===== src/rtl/assert_macros.svh =====
// ---------------------------------------------------------------------------
// assertion macros
// concurrent checks on clk_i, disabled while rst_ni is low
// ---------------------------------------------------------------------------
`ifndef ASSERT_MACROS_SVH
`define ASSERT_MACROS_SVH
`ifndef SYNTH
`define ASSERT_RST(lbl, prop, msg) \
  lbl: assert property (@(posedge clk_i) disable iff (!rst_ni) prop) else $error(msg);
`define ASSERT_RST_NEXT(lbl, ante, cons, msg) \
  lbl: assert property (@(posedge clk_i) disable iff (!rst_ni) (ante) |=> (cons)) \
    else $error(msg);
`else
`define ASSERT_RST(lbl, prop, msg)
`define ASSERT_RST_NEXT(lbl, ante, cons, msg)
`endif
`endif


===== src/rtl/pke_pkg.sv =====
// ---------------------------------------------------------------------------
// pke_pkg
// shared widths, codes and command/status types of the knee splitter
// ---------------------------------------------------------------------------
`default_nettype none
package pke_pkg;

  localparam int COORD_BITS = 16;
  localparam int TDATA_W    = ((2 * COORD_BITS + 7) / 8) * 8;
  localparam int THR_W      = 16;
  localparam logic [THR_W-1:0] THR_RESET = 16'hD99A;  // -9830

  localparam int SQ_W      = 2 * COORD_BITS;
  localparam int SUM_W     = SQ_W + 1;
  localparam int LEN_W     = 2 * SUM_W;
  localparam int TSQ_W     = 2 * THR_W;
  localparam int DIG_W     = 8;
  localparam int MB_RAW    = (SUM_W > TSQ_W) ? SUM_W : TSQ_W;
  localparam int MUL_B_W   = ((MB_RAW + DIG_W - 1) / DIG_W) * DIG_W;
  localparam int NDIG      = MUL_B_W / DIG_W;
  localparam int CNT_W     = $clog2(NDIG + 1);
  localparam int ACC_W     = LEN_W + TSQ_W;
  localparam int LHS_SHIFT = 28;

  typedef enum logic [3:0] {
    ST_IDLE,
    ST_FIRST,
    ST_DIFF,
    ST_SQR,
    ST_SUM,
    ST_LEN_GO,
    ST_LEN_W,
    ST_DM_GO,
    ST_DM_W,
    ST_RHS_GO,
    ST_RHS_W,
    ST_DEC,
    ST_EMIT_CUR,
    ST_EMIT_OPEN,
    ST_ADV,
    ST_EMIT_LAST
  } state_e;

  typedef enum logic [1:0] {
    MS_LEN,
    MS_DM,
    MS_RHS
  } mul_sel_e;

  typedef enum logic [1:0] {
    EM_NEW,
    EM_CUR_KNEE,
    EM_CUR_OPEN
  } emit_src_e;

  typedef struct packed {
    logic      load_in;
    logic      diff;
    logic      sqr;
    logic      sum;
    logic      mul_start;
    mul_sel_e  mul_sel;
    logic      decide;
    logic      emit;
    emit_src_e emit_src;
    logic      shift;
  } dp_cmd_t;

  typedef struct packed {
    logic nlast;
    logic knee;
    logic out_free;
    logic mul_done;
  } dp_status_t;

endpackage
`default_nettype wire


===== src/rtl/pke_ctrl.sv =====
// ---------------------------------------------------------------------------
// pke_ctrl
// sequencer: point window bookkeeping, knee computation steps, result order
// ---------------------------------------------------------------------------
`default_nettype none
`include "assert_macros.svh"
module pke_ctrl import pke_pkg::*; (
  input  wire logic       clk_i,
  input  wire logic       rst_ni,
  input  wire logic       in_valid_i,
  output logic            in_ready_o,
  output dp_cmd_t         cmd_o,
  input  wire dp_status_t st_i
);

  state_e     state_q, state_d;
  logic [1:0] held_q, held_d;

  always_ff @(posedge clk_i or negedge rst_ni) begin
    if (!rst_ni) begin
      state_q <= ST_IDLE;
      held_q  <= 2'd0;
    end else begin
      state_q <= state_d;
      held_q  <= held_d;
    end
  end

  always_comb begin
    state_d    = state_q;
    held_d     = held_q;
    cmd_o      = '0;
    in_ready_o = 1'b0;
    unique case (state_q)
      ST_IDLE: begin
        in_ready_o = 1'b1;
        if (in_valid_i) begin
          cmd_o.load_in = 1'b1;
          priority if (held_q == 2'd0) state_d = ST_FIRST;
          else if (held_q == 2'd1)     state_d = ST_ADV;
          else                         state_d = ST_DIFF;
        end
      end
      ST_FIRST: begin
        if (st_i.out_free) begin
          cmd_o.emit     = 1'b1;
          cmd_o.emit_src = EM_NEW;
          cmd_o.shift    = 1'b1;
          held_d         = st_i.nlast ? 2'd0 : 2'd1;
          state_d        = ST_IDLE;
        end
      end
      ST_DIFF: begin
        cmd_o.diff = 1'b1;
        state_d    = ST_SQR;
      end
      ST_SQR: begin
        cmd_o.sqr = 1'b1;
        state_d   = ST_SUM;
      end
      ST_SUM: begin
        cmd_o.sum = 1'b1;
        state_d   = ST_LEN_GO;
      end
      ST_LEN_GO: begin
        cmd_o.mul_start = 1'b1;
        cmd_o.mul_sel   = MS_LEN;
        state_d         = ST_LEN_W;
      end
      ST_LEN_W: begin
        cmd_o.mul_sel = MS_LEN;
        if (st_i.mul_done) state_d = ST_DM_GO;
      end
      ST_DM_GO: begin
        cmd_o.mul_start = 1'b1;
        cmd_o.mul_sel   = MS_DM;
        state_d         = ST_DM_W;
      end
      ST_DM_W: begin
        cmd_o.mul_sel = MS_DM;
        if (st_i.mul_done) state_d = ST_RHS_GO;
      end
      ST_RHS_GO: begin
        cmd_o.mul_start = 1'b1;
        cmd_o.mul_sel   = MS_RHS;
        state_d         = ST_RHS_W;
      end
      ST_RHS_W: begin
        cmd_o.mul_sel = MS_RHS;
        if (st_i.mul_done) state_d = ST_DEC;
      end
      ST_DEC: begin
        cmd_o.decide = 1'b1;
        state_d      = ST_EMIT_CUR;
      end
      ST_EMIT_CUR: begin
        if (st_i.out_free) begin
          cmd_o.emit     = 1'b1;
          cmd_o.emit_src = EM_CUR_KNEE;
          state_d        = st_i.knee ? ST_EMIT_OPEN : ST_ADV;
        end
      end
      ST_EMIT_OPEN: begin
        if (st_i.out_free) begin
          cmd_o.emit     = 1'b1;
          cmd_o.emit_src = EM_CUR_OPEN;
          state_d        = ST_ADV;
        end
      end
      ST_ADV: begin
        cmd_o.shift = 1'b1;
        held_d      = 2'd2;
        state_d     = st_i.nlast ? ST_EMIT_LAST : ST_IDLE;
      end
      ST_EMIT_LAST: begin
        if (st_i.out_free) begin
          cmd_o.emit     = 1'b1;
          cmd_o.emit_src = EM_NEW;
          held_d         = 2'd0;
          state_d        = ST_IDLE;
        end
      end
      default: begin
        state_d = ST_IDLE;
      end
    endcase
  end

  `ASSERT_RST(a_held_range, held_q != 2'd3, "window count out of range")
  `ASSERT_RST(a_emit_free, cmd_o.emit |-> st_i.out_free, "result loaded into busy output")
  `ASSERT_RST(a_open_knee, (state_q == ST_EMIT_OPEN) |-> st_i.knee, "reopen without knee")
  `ASSERT_RST(a_done_wait, st_i.mul_done |-> (state_q == ST_LEN_W || state_q == ST_DM_W || state_q == ST_RHS_W), "product done outside wait state")
  `ASSERT_RST_NEXT(a_done_pulse, st_i.mul_done, !st_i.mul_done, "product done longer than one cycle")

endmodule
`default_nettype wire


===== config.mk =====
export PLATFORM = sky130hd
export DESIGN_NAME = pke_ctrl
export DESIGN_NICKNAME = d
export VERILOG_FILES = /design/src/rtl/pke_pkg.sv /design/src/rtl/pke_ctrl.sv
export VERILOG_INCLUDE_DIRS = /design/src /design/src/rtl
export SDC_FILE = /design/constraint.sdc
export NUM_CORES = 1
export LEC_CHECK = 0
export ABC_AREA = 1
export ABC_CLOCK_PERIOD_IN_PS = 2900
export BUFFER_PORTS_ARGS = -buffer_cell sky130_fd_sc_hd__buf_2
export CAP_MARGIN = 20
export CORE_UTILIZATION = 40
export DETAILED_ROUTE_END_ITERATION = 8
export PLACE_DENSITY = 0.66
export SLEW_MARGIN = 20
export SYNTH_ARGS = -nofsm -noshare
export SYNTH_HDL_FRONTEND = slang
export SYNTH_SLANG_ARGS = --single-unit

===== constraint.sdc =====
create_clock -name clk_i -period 2.9 [get_ports clk_i]
set_input_delay 0.29 -clock clk_i [delete_from_list [all_inputs] [get_ports clk_i]]
set_output_delay 0.29 -clock clk_i [all_outputs]
set_load 0.02 [all_outputs]

==> results.json, run 1 <==
{
  "outcome": "completed",
  "grt_first_pass_wirelength_um": 2166,
  "clock-sinks": 6,
  "synth_common_cells": "nand2_1 (40), nor2_1 (16), inv_1 (13)",
  "cts_setup_buffers": 0,
  "fp.dieH_um": 39.81,
  "asyncSetResetFlopFracSynth_pct": 100.0,
  "finalWirelength_um": 1394,
  "path_cells": "nor2_1 -> inv_2 -> nor2_2 -> buf_2",
  "ys_types": 16,
  "avgSynthCellArea_um2": 5.394,
  "synthFlopType": "dfrtp_1",
  "dr.pass1.iters": 4,
  "grt_start_max_net_pins": 9,
  "worst_hold_path_type": "in -> reg",
  "synth-edff-count": 0,
  "fin_setup_tns_ns": 0,
  "worstMarginPinSlew_ns": 0.2586,
  "grt_pass1_vias": 548,
  "cts_buffers": 3,
  "clk_latency_ns": 0.23,
  "setup-violations-final": 0,
  "drc_errors": 0,
  "start_util_pct": 43.40,
  "postRouteAntennaNets": 0,
  "antenna_found_initial": 0,
  "irDropWorstVdd_mv": 0.6410,
  "drt-vias-per-instance": 4.639,
  "crit_fanout": 7,
  "required_ns": 2.61,
  "period_share_pct": 58.25,
  "io_buffers": 19,
  "yosysWarnings": 0,
  "fp.dieW_um": 39.81,
  "worstPathArrival_ns": 1.40,
  "worst-path-buf-inv": 2,
  "drv_cap": 0,
  "slowest_stage": "dfrtp_1",
  "fin_skew_ns": 0.001382,
  "post-dp-hpwl_um": 1171,
  "cp-end-kind": "output port",
  "dieArea_mm2": 0.001585,
  "wl_met3_um": 49,
  "yosys.area.top_type_share_pct": 26.26,
  "power_mw": 0.8000,
  "diodes": 0,
  "routed.top_layer": "met3",
  "synth_top_cell_by_area": "dfrtp_1",
  "syn-num-nets": 113,
  "ys_seq_elements": 6,
  "yosysMostFrequentCell": "nand2_1",
  "crit_path_max_incr_delay_ns": 0.45,
  "mappedNetlistArea_um2": 571.8,
  "leakagePower_nw": 0.4721,
  "dp_cells": 140,
  "max_slew_margin_pct": 82.72,
  "core_mm2": 0.001318,
  "clockBufferDepth": 2,
  "syn_to_final_growth_pct": 25.60,
  "vias": 668,
  "path_delay_family": "flip-flops",
  "stdcell_count": 144,
  "critPathKind": "reg -> out",
  "num_rows": 13,
  "route.met2.wl_um": 638,
  "drtIter0Drc": 7,
  "synthTopCellsByArea": "dfrtp_1 (26%), nand2_1 (26%), nor2_1 (11%)",
  "gp_congestion": 0.8199,
  "finalNetCount": 138,
  "grt-ovfl-total": 0,
  "grtUsageTotal_pct": 21.47,
  "ios": 20,
  "clk_pin_slew_ns": 0.04,
  "final_layout_size_suffix_gt1_share_pct": 26.36,
  "cts_tree": "built",
  "fmax_mhz": 592.0,
  "nFillCells": 142,
  "synthCells": 106,
  "slew_viol_final": 0,
  "cts_max_level": 1,
  "start_kind": "flip-flop",
  "wl_met1_um": 705,
  "period_needed_ns": 1.689,
  "root_buffer": "clkbuf_4",
  "ys_seq_area_share_pct": 26.26,
  "rsz0062_at_grt": "no",
  "wl_per_cell_um": 9.681,
  "power_density_mw_per_mm2": 1114,
  "finalHoldViolations": 0
}
[timing repair]
action / CTS / global route
gates resized for setup: 0 / 0
setup endpoints to repair: 0 / 0
endpoints found under the hold margin: 6 / 0
hold buffers: 1 / 0
[routing by layer]
| layer | track usage, % | up-vias |
|---|---|---|
| li1 | - | 374 |
| met1 | 26.83 | 279 |
| met2 | 34.02 | 15 |
| met3 | 5.114 | 0 |
| met4 | 10.34 | 0 |
| met5 | 0 | - |
[final timing paths]
path                                             start                endpoint  slack (ns)  depth (start not counted)
max in group asynchronous                       rst_ni  state_q[2]$_DFFE_PN0P_        2.36                          2
worst max register to register  state_q[2]$_DFFE_PN0P_  state_q[0]$_DFFE_PN0P_        1.45                          8
worst min-delay path                           st_i[3]   held_q[0]$_DFFE_PN0P_        0.39                          4
min in group asynchronous                       rst_ni   held_q[1]$_DFFE_PN0P_        0.41                          2
worst max-delay path            state_q[2]$_DFFE_PN0P_              in_ready_o        1.21                          4
worst min register to register   held_q[1]$_DFFE_PN0P_   held_q[1]$_DFFE_PN0P_        0.52                          2
[worst reg2reg max path: stages, from the launching register on]
cell     delay (ns)
dfrtp_1        0.45
nor2_1         0.24
inv_2          0.08
nor2_2         0.20
nand2_2        0.07
nand3_2        0.13
inv_2          0.07
nand2_1        0.06
nand2_1        0.05
[through the flow]
step / cell area (µm²) / util, % / setup slack, ns / hold WS, ns
after floorplan: 571.8 / - / 1.415 / -0.005591
after global placement: 685.7 / 52.04 / 1.461 / 0.1196
after detailed placement: 685.7 / 52.04 / 1.452 / 0.1171
after CTS: 718.2 / 54.51 / 1.200 / 0.3840
after global routing: 718.2 / 54.51 / 1.075 / 0.4146
final: 718.2 / 54.51 / 1.211 / 0.3925
[power breakdown]
part           internal [mW]  switching, mW
clock                 0.0465         0.0257
combinational          0.177          0.371
sequential             0.127         0.0525
total                  0.350          0.450
[cell families (layout without fill, tap and decap cells)]
kind of cell	Yosys count	count (layout)	synth area share, %
simple gates	71	71	52.52
buf+inv	20	43	13.13
compound gates	9	9	8.096
flops	6	6	26.26
[cell usage in the layout (no fill, tap or decap)]
master and count:
a21oi_1 2, buf_2 19, clkbuf_4 3, dfrtp_1 6, dlygate4sd3_1 1, inv_1 13
inv_2 7, nand2_1 40, nand2_2 1, nand3_1 6, nand3_2 1, nand3b_1 1
nand4_1 2, nor2_1 16, nor2_2 3, nor3_1 1, o21ai_0 5, o21ai_1 1
o22ai_1 1
[registers in the layout, summed over array words and instances, names as in the netlist]
register and cells:
held_q 2, state_q 4
[area by class of cell]
cell class                      count  area, µm²  area share (%)
Multi-Input combinational cell     80      346.6           48.26
Sequential cell                     6      150.1           20.91
Timing Repair Buffer               20      105.1           14.63
Inverter                           20      75.07           10.45
Clock buffer                        3      22.52           3.136
Tap cell                           15      18.77           2.613
(Power assumes the default switching activity.)
==> inputs of run 2 (changes only) <==
- ABC_AREA: 1 -> 0
- ABC_CLOCK_PERIOD_IN_PS: 2900 -> 1500
- PLACE_DENSITY: 0.66 -> 0.68
- clock period: 2.9 -> 1.5 ns (I/O delays scaled with it)
==> run 2 against run 1 <==
Effect of this change:
- the run now fails in 5_1_grt
- synthesized cell count fell by 26%
- area after synthesis up 8.8%
==> results.json, run 2 <==
{
  "avgSynthCellArea_um2": 7.972,
  "ios": 20,
  "synthCells": 78,
  "haltStage": "5_1_grt",
  "synth_common_cells": "a21oi_1 (6), dfrtp_1 (6), nor2_1 (6)",
  "outcome": "aborted with a tool error",
  "yosysWarnings": 0,
  "gp_congestion": 0.8978,
  "ys_seq_area_share_pct": 24.14,
  "worstEndpointType": "output port",
  "clock-sinks": 6,
  "ys_seq_elements": 6,
  "mappedNetlistArea_um2": 621.8,
  "crit_endpoint": "cmd_o[3]",
  "syn-num-nets": 85,
  "root_buffer": "clkbuf_4",
  "post-dp-hpwl_um": 1323,
  "io_buffers": 19,
  "synth-edff-count": 0,
  "synthTopCellsByArea": "dfrtp_1 (24%), mux2i_1 (6.4%), a21oi_1 (4.8%)",
  "ys_types": 37,
  "grt_start_max_net_pins": 9,
  "antenna_found_initial": 0,
  "fp.dieH_um": 41.43,
  "asyncSetResetFlopFracSynth_pct": 100.0,
  "cts_max_level": 1,
  "error": "[ERROR DPL-0033] detailed placement checks failed during check placement.",
  "fp.dieW_um": 41.43,
  "cts_buffers": 3,
  "clockBufferDepth": 2,
  "dp_cells": 126,
  "start_util_pct": 45.51,
  "synth_top_cell_by_area": "dfrtp_1",
  "yosys.area.top_type_share_pct": 24.14,
  "synthFlopType": "dfrtp_1",
  "num_rows": 13
}
## run 2: cell types whose count changed after synthesis, sizes merged, moves of 4 or more
cell	delta
buf	+6
nand2b	+4
a21oi	+4
nand2	-38
nand3	-5
nor2	-13
mux2i	+4
inv	-16
nor3	+4
## run 2: per-stage QoR
step,setup slack [ns],instance area [µm²],hold slack (ns),util [%]
2_1_floorplan,-0.04371,643.1,-0.1456,-
3_3_place_gp,-0.1012,862.1,-0.02136,63.10
3_5_place_dp,-0.1397,862.1,-0.02216,63.10
4_1_cts,-0.2149,1141,0.1424,83.52
## run 2: cell families after synthesis
family | Yosys count | share of synthesized area (%)
and+or+nand+nor | 34 | 33.60
AOI/OAI and AO/OA | 21 | 23.34
buffers and inverters | 11 | 8.853
muxes | 6 | 10.06
DFF | 6 | 24.14
## run 2: repair_timing
item | in CTS
endpoints found under the setup margin | 16
gates cloned | 0
hold buffers | 1
resized for setup | 41
buffers inserted | 12
pin swaps | 7
hold endpoints to repair | 6
==> inputs of run 3 (changes only) <==
- ABC_CLOCK_PERIOD_IN_PS: 1500 -> 1950
- CORE_AREA: not set -> 2 2 63 65
- CORE_UTILIZATION: 40 -> not set
- DIE_AREA: not set -> 0 0 65 67
- PLACE_DENSITY: 0.68 -> not set
- PLACE_DENSITY_LB_ADDON: not set -> 0.15
- clock period: 1.5 -> 1.95 ns (I/O delays scaled with it)
==> run 3 against run 2 <==
Effect of this change:
- the run now ends clean
- synthesized cell count stayed put
- area after synthesis is the same
==> results.json, run 3 <==
{
  "reg_top3": "state_q (4), held_q (2)",
  "fmax_mhz": 554.8,
  "regToRegSetupSlack_ns": 0.24,
  "synthAdderAreaFrac_pct": 0,
  "grtUsageTotal_pct": 8.533,
  "setup_slack_ns": 0.1475,
  "core_mm2": 0.003606,
  "drtIter0Drc": 20,
  "swShare_pct": 48.11,
  "clk_latency_ns": 0.22,
  "postRouteAntennaNets": 0,
  "synth-simple-area-share_pct": 33.60,
  "grt_start_max_net_pins": 21,
  "wl_per_cell_um": 11.28,
  "finalHoldViolations": 0,
  "setup-violations-final": 0,
  "synth_top_family_by_area": "simple AND/OR/NAND/NOR gates",
  "synthMuxAreaShare_pct": 10.06,
  "slowest_stage": "or4_4",
  "asyncSetResetFlopFracSynth_pct": 100.0,
  "final_cell_mix": "buf_2 (19), nor2_1 (6), a21oi_1 (6), buf_4 (6)",
  "largest_reg_flops": 4,
  "grt_pass1_vias": 605,
  "synth-compound-area-share_pct": 23.34,
  "num_rows": 22,
  "path_cells": "or4_4 -> inv_1 -> and2_1 -> buf_2",
  "crit_path_max_incr_delay_ns": 0.59,
  "irDropWorstVdd_mv": 0.6439,
  "finalWirelength_um": 1669,
  "grt-ovfl-total": 0,
  "yosys.area.top_type_share_pct": 24.14,
  "worst_hold_path_type": "in -> reg",
  "leakagePower_nw": 0.3817,
  "finalNetCount": 109,
  "fin_area_um2": 835.8,
  "fin_skew_ns": 0.002341,
  "dieArea_mm2": 0.004355,
  "synth_common_cells": "a21oi_1 (6), dfrtp_1 (6), nor2_1 (6)",
  "cts_setup_buffers": 0,
  "max_slew_margin_pct": 79.32,
  "synthTopCellsByArea": "dfrtp_1 (24%), mux2i_1 (6.4%), a21oi_1 (4.8%)",
  "dr.pass1.iters": 4,
  "rsz0062_at_grt": "no",
  "multi_input_area_um2": 416.7,
  "drt-vias-per-instance": 4.270,
  "mappedNetlistArea_um2": 621.8,
  "outcome": "completed",
  "cp-end-kind": "output port",
  "slew_viol_final": 0,
  "fp.dieH_um": 67,
  "start_kind": "flip-flop",
  "syn-num-nets": 85,
  "synthFlopType": "dfrtp_1",
  "antenna_found_initial": 0,
  "period_share_pct": 92.44,
  "synth-edff-count": 0,
  "final_layout_size_suffix_gt1_share_pct": 37.00,
  "fin_setup_tns_ns": 0,
  "synth_top_cell_by_area": "dfrtp_1",
  "syn_to_final_growth_pct": 34.41,
  "drc_errors": 0,
  "gp_congestion": 0.6816,
  "cts_buffers": 3,
  "crit_fanout": 8,
  "clk_pin_slew_ns": 0.04,
  "critPathKind": "reg -> out",
  "cts_tree": "built",
  "clockBufferDepth": 2,
  "clock-sinks": 6,
  "nFillCells": 412,
  "ys_seq_area_share_pct": 24.14,
  "seqPwrFrac_pct": 23.3,
  "worstPathArrival_ns": 1.61,
  "whs_ns": 0.2384,
  "final_common_cell": "buf_2",
  "power.switching_mw": 0.7099,
  "io_buffers": 19,
  "power_density_mw_per_mm2": 1766,
  "diodes": 0,
  "p_int_mw": 0.7657,
  "ys_types": 37,
  "yosysWarnings": 0,
  "seqCellArea_um2": 152.6,
  "p_comb_share_pct": 64.6,
  "cts_max_level": 1,
  "start_util_pct": 17.24,
  "avgSynthCellArea_um2": 7.972,
  "vias": 632,
  "largest_register": "state_q",
  "drv_cap": 0,
  "grt_first_pass_wirelength_um": 2856,
  "required_ns": 1.75,
  "period_needed_ns": 1.803,
  "post-dp-hpwl_um": 1342,
  "place_ws_ns": 0.2061,
  "root_buffer": "clkbuf_8",
  "clkPwrFrac_pct": 12.1,
  "worstMarginPinSlew_ns": 0.3062,
  "dpl-instance-area_um2": 782.0,
  "synthCells": 78,
  "ios": 20,
  "ys_seq_elements": 6,
  "fp.dieW_um": 65,
  "synthXorXnorAreaFrac_pct": 0
}
## run 3: cell counts after synthesis
Identical to the previous run, type by type.
## run 3: cells by family (layout without fill, tap and decap cells)
logic type / count (synthesis) / in the layout
muxes: 6 / 6
and+or+nand+nor: 34 / 34
DFF: 6 / 6
AOI/OAI and AO/OA: 21 / 21
buffers and inverters: 11 / 33
## run 3: timing repair
action | CTS | global route
hold buffers | 1 | 0
endpoints found under the setup margin | 0 | 2
hold endpoints to repair | 6 | 0
gates resized for setup | 0 | 2
## run 3: power by group through the flow
stage / sequential (mW) / clock [mW] / combinational (mW)
CTS: 0.338 / 0.186 / 0.964
global route: 0.369 / 0.192 / 1.05
floorplan: 0.227 / 0 / 0.805
detailed placement: 0.340 / 0 / 0.958
finish: 0.343 / 0.179 / 0.954
global placement: 0.348 / 0 / 0.969
## run 3: final cells by class
class / count / share of cell area, %
Tap cell: 48 / 7.186
Sequential cell: 6 / 18.26
Multi-Input combinational cell: 61 / 49.85
Inverter: 4 / 1.796
Timing Repair Buffer: 26 / 17.96
Clock buffer: 3 / 4.940
## run 3: through the flow
step / cells / util [%] / power [mW]
4_1_cts: 148 / 23.11 / 1.489
2_1_floorplan: 78 / - / 1.033
6_report: 148 / 23.18 / 1.476
3_5_place_dp: 144 / 21.69 / 1.298
3_3_place_gp: 144 / 21.69 / 1.317
5_1_grt: 148 / 23.18 / 1.612
## run 3: worst max-delay path: cells and delay by family (launching register included)
| family | cells | cell delay [ns] |
|---|---|---|
| buf+inv | 2 | 0.23 |
| simple gates | 2 | 0.70 |
| flops | 1 | 0.46 |
## run 3: path summary, 6_finish.rpt
| path | startpoint | to | cells after the start |
|---|---|---|---|
| max in group asynchronous | rst_ni | state_q[1]$_DFFE_PN0P_ | 2 |
| setup / recovery | state_q[3]$_DFFE_PN0P_ | cmd_o[11] | 4 |
| setup reg to reg | state_q[2]$_DFFE_PN0P_ | state_q[1]$_DFFE_PN0P_ | 4 |
| min in group asynchronous | rst_ni | held_q[1]$_DFFE_PN0P_ | 2 |
| hold / removal | st_i[3] | held_q[0]$_DFFE_PN0P_ | 2 |
| hold reg to reg | held_q[0]$_DFFE_PN0P_ | held_q[0]$_DFFE_PN0P_ | 2 |
## run 3: metal layers
metal | global-route usage (%) | routed length [µm]
met1 | 11.57 | 800
met2 | 13.27 | 785
met3 | 1.182 | 75
met4 | 3.989 | 8
met5 | 0 | 0
